===== config.mk =====
export PLATFORM = sky130hd
export DESIGN_NAME = stws_cordic
export DESIGN_NICKNAME = d
export VERILOG_FILES = /design/src/rtl/stws_pkg.sv /design/src/rtl/stws_cordic.sv
export SDC_FILE = /design/constraint.sdc
export NUM_CORES = 2
export LEC_CHECK = 0
export BUFFER_PORTS_ARGS = -buffer_cell sky130_fd_sc_hd__buf_2
export CELL_PAD_IN_SITES_DETAIL_PLACEMENT = 1
export CELL_PAD_IN_SITES_GLOBAL_PLACEMENT = 2
export CORE_MARGIN = 3
export CORE_UTILIZATION = 33
export CTS_CLUSTER_SIZE = 20
export DETAILED_ROUTE_END_ITERATION = 10
export HOLD_SLACK_MARGIN = 0.03
export PLACE_DENSITY = 0.65
export SYNTH_ARGS = -nofsm -noshare
export SYNTH_HDL_FRONTEND = slang
export SYNTH_SLANG_ARGS = --single-unit

===== constraint.sdc =====
create_clock -name clk -period 12.25 [get_ports clk]
set_input_delay 1.225 -clock clk [delete_from_list [all_inputs] [get_ports clk]]
set_output_delay 1.225 -clock clk [all_outputs]
set_load 0.03 [all_outputs]

===== src/rtl/stws_pkg.sv =====
// Shared types, widths and constants of the steering to wheel speed unit.
// Used by stws_cordic and steer_to_wheel_speeds_unit; no dependencies.
package stws_pkg;

    localparam int XW  = 23;   // CORDIC x/y, signed
    localparam int ZW  = 27;   // CORDIC angle, signed Q.24
    localparam int CW  = 21;   // clamped cos/sin, unsigned
    localparam int NW  = 36;   // numerator magnitude and denominator of k
    localparam int QKW = 29;   // quotient bits of k (Q.28, at most one)
    localparam int KW  = 30;   // signed k in Q.28
    localparam int SPW = 23;   // speed times 125, signed
    localparam int PW  = 53;   // speed * 125 * k, signed
    localparam int MW  = 22;   // rate magnitude before division by the radius
    localparam int RW  = 10;   // wheel radius

    localparam logic signed [XW-1:0] CORDIC_X0   = 23'sd1048576;
    localparam logic [14:0]          ANGLE_LIMIT = 15'd12868;
    localparam logic signed [KW-1:0] KQ_ONE      = 30'sd268435456;

    localparam logic [1:0] REG_TRACK_WIDTH  = 2'd0;
    localparam logic [1:0] REG_WHEELBASE    = 2'd1;
    localparam logic [1:0] REG_LEFT_RADIUS  = 2'd2;
    localparam logic [1:0] REG_RIGHT_RADIUS = 2'd3;

    typedef struct packed {
        logic signed [SPW-1:0] sp125;
        logic                  spd_zero;
        logic                  ang_zero;
        logic                  ang_pos;
    } cmd_side_t;

    typedef struct packed {
        cmd_side_t cmd;
        logic      num_neg;
        logic      den_zero;
    } kq_side_t;

    typedef struct packed {
        logic spd_zero;
        logic left_neg;
        logic left_zero;
        logic right_zero;
    } rate_side_t;

    // Arctangent of 2^-idx in Q.24, rounded.
    function automatic logic signed [ZW-1:0] atan_q24(input int idx);
        logic signed [ZW-1:0] v;
        case (idx)
            0:  v = 27'sd13176795;
            1:  v = 27'sd7778716;
            2:  v = 27'sd4110060;
            3:  v = 27'sd2086331;
            4:  v = 27'sd1047214;
            5:  v = 27'sd524117;
            6:  v = 27'sd262123;
            7:  v = 27'sd131069;
            8:  v = 27'sd65536;
            9:  v = 27'sd32768;
            10: v = 27'sd16384;
            11: v = 27'sd8192;
            12: v = 27'sd4096;
            13: v = 27'sd2048;
            14: v = 27'sd1024;
            15: v = 27'sd512;
            16: v = 27'sd256;
            17: v = 27'sd128;
            18: v = 27'sd64;
            19: v = 27'sd32;
            20: v = 27'sd16;
            21: v = 27'sd8;
            22: v = 27'sd4;
            23: v = 27'sd2;
            default: v = '0;
        endcase
        return v;
    endfunction

endpackage


===== src/rtl/stws_cordic.sv =====
// Rotation-mode CORDIC pipeline, one register stage per iteration.
// Depends on stws_pkg for widths, the start vector and the arctangent table.
module stws_cordic #(
    parameter int STEPS = 16,
    parameter int SW    = 1
) (
    input  logic                             clk,
    input  logic                             rst_n,
    input  logic                             in_valid,
    input  logic signed [stws_pkg::ZW-1:0]   in_z,
    input  logic [SW-1:0]                    in_side,
    output logic                             out_valid,
    output logic signed [stws_pkg::XW-1:0]   out_x,
    output logic signed [stws_pkg::XW-1:0]   out_y,
    output logic [SW-1:0]                    out_side
);
    import stws_pkg::*;

    logic                 valid_reg [STEPS];
    logic signed [XW-1:0] x_reg     [STEPS];
    logic signed [XW-1:0] y_reg     [STEPS];
    logic signed [ZW-1:0] z_reg     [STEPS];
    logic [SW-1:0]        side_reg  [STEPS];

    genvar i;
    for (i = 0; i < STEPS; i++)
    begin : g_step
        logic                 v_in;
        logic signed [XW-1:0] x_in;
        logic signed [XW-1:0] y_in;
        logic signed [ZW-1:0] z_in;
        logic [SW-1:0]        s_in;

        if (i == 0)
        begin : g_first
            assign v_in = in_valid;
            assign x_in = CORDIC_X0;
            assign y_in = '0;
            assign z_in = in_z;
            assign s_in = in_side;
        end
        else
        begin : g_next
            assign v_in = valid_reg[i-1];
            assign x_in = x_reg[i-1];
            assign y_in = y_reg[i-1];
            assign z_in = z_reg[i-1];
            assign s_in = side_reg[i-1];
        end

        always_ff @(posedge clk or negedge rst_n)
        begin
            if (!rst_n)
            begin
                valid_reg[i] <= 1'b0;
            end
            else
            begin
                valid_reg[i] <= v_in;
            end
        end

        // Arithmetic shifts give the floor of the scaled terms.
        always_ff @(posedge clk)
        begin
            side_reg[i] <= s_in;
            if (!z_in[ZW-1])
            begin
                x_reg[i] <= x_in - (y_in >>> i);
                y_reg[i] <= y_in + (x_in >>> i);
                z_reg[i] <= z_in - atan_q24(i);
            end
            else
            begin
                x_reg[i] <= x_in + (y_in >>> i);
                y_reg[i] <= y_in - (x_in >>> i);
                z_reg[i] <= z_in + atan_q24(i);
            end
        end
    end

    assign out_valid = valid_reg[STEPS-1];
    assign out_x     = x_reg[STEPS-1];
    assign out_y     = y_reg[STEPS-1];
    assign out_side  = side_reg[STEPS-1];

endmodule


---- Yosys cells after proc, flatten, opt, wreduce, memory -nomap -nowiden ----
Memories as Yosys holds them, arrays and structs flattened.
Cells that the tools add are included.
word-level totals
  memories kept ........................... 4
  output and inout port bits .............. 48
  RAM bits ................................ 1184
  register bits ........................... 16
  input bits .............................. 31
  logic and storage cells ................. 240
cells by class
  add/subtract/negate cells ............... 92
  mux-type cells .......................... 80
  bitwise logic cells ..................... 48
memories
  memory    words  bits a word  rd ports  clocked after Yosys merged registers in  write ports  line               source
  z_reg     16     27           15        0                                        16           stws_cordic.sv:22  logic signed [ZW-1:0] z_reg [STEPS];
  x_reg     16     23           16        0                                        16           stws_cordic.sv:20  logic signed [XW-1:0] x_reg [STEPS];
  y_reg     16     23           16        0                                        16           stws_cordic.sv:21  logic signed [XW-1:0] y_reg [STEPS];
  side_reg  16     1            16        0                                        16           stws_cordic.sv:23  logic [SW-1:0] side_reg [STEPS];
operators with widths
  kind                                                  count
  2-to-1 mux 23 bit                                     32
  2-to-1 mux 27 bit                                     16
  adder 27 x 18 -> 27 bit (second input constant)       2
  subtractor 27 x 18 -> 27 bit (second input constant)  2
  bitwise OR 1 bit                                      48
  adder 23 x 10 -> 23 bit                               2
  adder 23 x 11 -> 23 bit                               2
  adder 23 x 12 -> 23 bit                               2
  adder 23 x 13 -> 23 bit                               2
  adder 23 x 14 -> 23 bit                               2
  adder 23 x 15 -> 23 bit                               2
  adder 23 x 16 -> 23 bit                               2
  adder 23 x 17 -> 23 bit                               2
  adder 23 x 18 -> 23 bit                               2
  adder 23 x 19 -> 23 bit                               2
  adder 23 x 20 -> 23 bit                               2
  adder 23 x 21 -> 23 bit                               2
  adder 23 x 22 -> 23 bit                               2
  adder 23 x 8 -> 23 bit                                2
  adder 23 x 9 -> 23 bit                                2
  subtractor 23 x 10 -> 23 bit                          2
  subtractor 23 x 11 -> 23 bit                          2
  subtractor 23 x 12 -> 23 bit                          2
  subtractor 23 x 13 -> 23 bit                          2
  40 further kinds                                      82

---- Logic depth before layout (Yosys ltp) ----
An unclocked memory read counts as a cell.
  depth after elaboration ................. 3
  gate-level depth with buffers ........... 18
  gate-level depth less buffers ........... 17

---- Least setup slack after synthesis ----
OpenSTA, ideal clock, no wires.
  path type ............................... register to register
  start ................................... memory z_reg[3][26], in the netlist z_reg[0][107]
  end ..................................... memory z_reg[4][25], in the netlist z_reg[0][133]
  required time ........................... 12.119 ns
  buffers on the path ..................... 2
  stages on the path, launching flop included .. 14
  path slack .............................. 8.032 ns
  clock period less this slack ............ 4.218 ns
  library setup time ...................... 0.131 ns
  arrival time ............................ 4.087 ns
  cells stage by stage .................... dfxtp_1 clkbuf_1 clkbuf_1 inv_1 fa_1 nor2b_1 o2111ai_1 and4_1 or4b_2 a21oi_1 o211ai_1 a21oi_1 or4b_2 nand3_1
RTL lines
  element      line
  from (decl)  stws_cordic.sv:22

==> insert_results.sql <==
INSERT INTO impl_metrics (metric_group, metric, value, unit) VALUES
('logic_synthesis', 'biggest_area_contributors_in_the_synthesized_netlist', 'dfxtp_1 (30%), ha_1 (18%), xnor2_1 (9.4%)', ''),
('logic_synthesis', 'synth-seq-cells', '890', ''),
('route', 'drt_wl_total', '168000', 'um'),
('die', 'floorplan.initialDensity', '33.3', '%'),
('cells_and_area', 'final_layout_size_suffix_gt1_share', '5.89', '%'),
('cells_and_area', 'largest_register_ffs', '309', ''),
('setup_path', 'crit_required', '12.90', 'ns'),
('clocking', 'clk_pin_slew', '0.06', 'ns'),
('clocking', 'total_clock_buffers_created_by_cts', '109', ''),
('route', 'dr_total_vias', '46444', ''),
('route', 'vias_per_cell', '5.09', ''),
('clocking', 'worst_skew_pair.late_latency', '0.76', 'ns'),
('logic_synthesis', 'netlist.area_leader.share', '29.8', '%'),
('timing', 'worst_slew_pin_slew', '1.16', 'ns'),
('logic_synthesis', 'ys_dominant_reg_cell', 'dfxtp_1', ''),
('logic_synthesis', 'asyncSetResetFlopFracSynth', '1.80', '%'),
('logic_synthesis', 'syn_area_per_cell', '8.95', 'um2'),
('setup_path', 'cp_max_fo', '5', ''),
('setup_path', 'cp.arrival', '5.22', 'ns'),
('logic_synthesis', 'synthesis.yosys.warnings', '0', ''),
('status', 'outcome', 'completed', ''),
('route', 'routedWlPerCell', '18.5', 'um'),
('die', 'placement_rows', '154', ''),
('cells_and_area', 'num-nets-final', '7605', ''),
('logic_synthesis', 'synth.most_common_cell', 'dfxtp_1', ''),
('placed_design', 'globalplace.congestion', '0.813', ''),
('timing', 'period_minus_slack', '4.57', 'ns'),
('logic_synthesis', 'synthDominantAreaCellType', 'dfxtp_1', ''),
('setup_path', 'cp-end-kind', 'flop', ''),
('placed_design', 'placement.io_buffers', '78', ''),
('flow_run', 'cap_violations', '0', ''),
('setup_path', 'slowest_delay', '0.87', 'ns'),
('global_routing', 'vias_in_the_first_global_route', '48394', ''),
('die', 'die-area', '183000', 'um2'),
('clocking', 'tritoncts', 'done', ''),
('timing', 'hold_viol_final', '0', ''),
('timing', 'setup_tns', '0', 'ns'),
('timing', 'fmaxAchievable', '0.219', 'GHz'),
('die', 'die_h', '428', 'um'),
('timing', 'setup-violations-final', '0', ''),
('clocking', 'cts_root_buf', 'clkbuf_16', ''),
('setup_path', 'crit_path_start_kind', 'flop', ''),
('logic_synthesis', 'yosys-top-cells-count', 'dfxtp_1 (874), ha_1 (855), a21oi_1 (692)', ''),
('clocking', 'post_cts.resized_instances', '0', ''),
('cells_and_area', 'area_growth', '12.1', '%'),
('global_routing', 'grt_antenna_before_repair', '5', ''),
('global_routing', 'grt_start_max_net_pins', '66', ''),
('clocking', 'holdBufCountCts', '0', ''),
('logic_synthesis', 'synthesis.area', '58700', 'um2'),
('die', 'placeableCoreArea', '176000', 'um2'),
('logic_synthesis', 'synth-seq-area-share', '30.5', '%'),
('cells_and_area', 'fillCellCount', '20497', ''),
('logic_synthesis', 'synthesis.instances', '6560', ''),
('logic_synthesis', 'count_of_unique_library_cells_instantiated_by_yosys', '84', ''),
('global_routing', 'gr-usage-all-layers', '18.2', '%'),
('route', 'drcViolationCount', '0', ''),
('route', 'drt_first_pass_iters', '5', ''),
('logic_synthesis', 'number_of_enable_flip_flop_cells_after_synthesis', '0', ''),
('clocking', 'clock_sinks', '890', ''),
('setup_path', 'worstPathCellList', 'or3_1, nor3b_1, nor2_1, xnor2_1, ha_1, a21oi_1, nand2b_1, o211ai_1, a2111oi_0, o31ai_1, a211o_1, a21oi_1, xnor2_1', ''),
('timing', 'final_min_period_over_clock_period', '37.3', '%'),
('die', 'io-pin-count', '79', ''),
('hold_path', 'hold_path_class', 'reg2reg', ''),
('route', 'dr.first_iter.drc_count', '1924', ''),
('logic_synthesis', 'syn-num-nets', '7485', ''),
('route', 'route.antenna.remaining_nets', '0', ''),
('timing', 'worst_slew_margin_relative_to_its_limit', '22.1', '%'),
('timing', 'finalMaxSlewViolations', '0', ''),
('setup_path', 'critical_path.n_buffers_inverters', '0', ''),
('global_routing', 'globalRouteOverflowTotal', '0', ''),
('timing', 'fin_skew', '0.0451', 'ns'),
('setup_path', 'delay_heaviest_family_cp', 'compound AO/OA/AOI/OAI gates', ''),
('timing', 'grt_setup_unrepaired', 'false', ''),
('setup_path', 'timing_worst_setup_path_type', 'reg2reg', ''),
('clocking', 'cts-root-to-sink-buffers', '3', ''),
('clocking', 'ctsHtreeMaxLevel', '3', ''),
('placed_design', 'place_hpwl', '136000', 'um'),
('setup_path', 'timing.critical_path.slowest_stage_cell', 'a2111oi_0', ''),
('die', 'die-width', '428', 'um'),
('global_routing', 'wire_length_of_the_first_global_routing_pass', '269000', 'um'),
('clocking', 'post_cts_buffers', '0', '');
## worst register-to-register path: cells and delay by family (launching register included)
kind / cells / cell delay [ns]
xor+xnor: 2 / 0.45
simple gates: 4 / 1.35
fa+ha+maj: 1 / 0.33
flops: 1 / 0.35
compound gates: 6 / 2.01
## cell usage in the layout, fill, tap and decap left out, types with 66 or more instances in the layout
cell	Yosys	layout
o21bai_1	86	86
xnor2_1	633	633
nand3_1	114	114
a21oi_1	692	692
nand2b_1	77	77
nor3_1	178	178
nor2b_1	83	83
a31oi_1	75	75
ha_1	855	855
xor2_1	288	288
buf_2	1	78
nor2_1	526	526
nand2_1	311	311
a211oi_1	66	66
dfxtp_1	874	871
o21ai_0	247	247
inv_1	321	321
o21a_1	97	97
a21o_1	249	249
clkbuf_16	0	109
## per-stage QoR
step,worst slack (ns),hold WS [ns],cells,util (%),cell area [um2]
after global placement,7.56,0.311,8909,35.0,61800
after global routing,7.38,0.324,9119,37.3,65800
after CTS,7.72,0.280,9113,37.3,65800
after floorplan,8.03,0.310,6560,-,58700
final,7.68,0.323,9119,37.3,65800
after detailed placement,7.53,0.313,8909,35.0,61800
## logic make-up (layout without fill, tap and decap cells)
group                      after synthesis  in the layout  share of synthesized area, %
AOI/OAI and AO/OA                     1821           1821                          19.8
xor gates and xnor gates               921            921                          13.7
adders and majority gates              894            894                          19.6
buffers and inverters                  410            623                          2.64
DFF                                    890            890                          30.5
muxes                                   61             61                          1.11
other                                    0              6                             0
and+or+nand+nor                       1563           1563                          12.7
## per-layer routing
layer	routed length (um)	up-vias	track usage (%)
met3	4130	162	2.08
met1	82000	22285	24.4
met4	3270	0	4.39
met5	0	-	0
met2	78900	345	31.1
li1	-	23652	-
## path summary, 6_finish.rpt
path / startpoint / to / slack [ns] / depth (start not counted)
max: y_reg[1][11] / x_reg[4][44] / 7.68 / 13
max reg2reg: y_reg[1][11] / x_reg[4][44] / 7.68 / 13
max in group asynchronous: rst_n / g_step[15].v_in / 11.62 / 1
min in group asynchronous: rst_n / g_step[1].v_in / 0.36 / 1
min: side_reg[0][4] / side_reg[0][5] / 0.32 / 0
min reg2reg: side_reg[0][4] / side_reg[0][5] / 0.32 / 0
## area by class of cell
cell class	instances	area (um2)	share of cell area (%)
multi-input combinational	5260	39300	59.7
sequential	890	17900	27.2
clock buffer	146	3090	4.69
tap	2340	2930	4.45
inverter	321	1200	1.83
clock inverter	58	855	1.30
timing repair buffer	98	541	0.822
antenna	6	15.0	0.0228
Power is left out: the tool's default activity adds up to more than one toggle a clock period on the data nets, which glitch-free logic cannot reach.
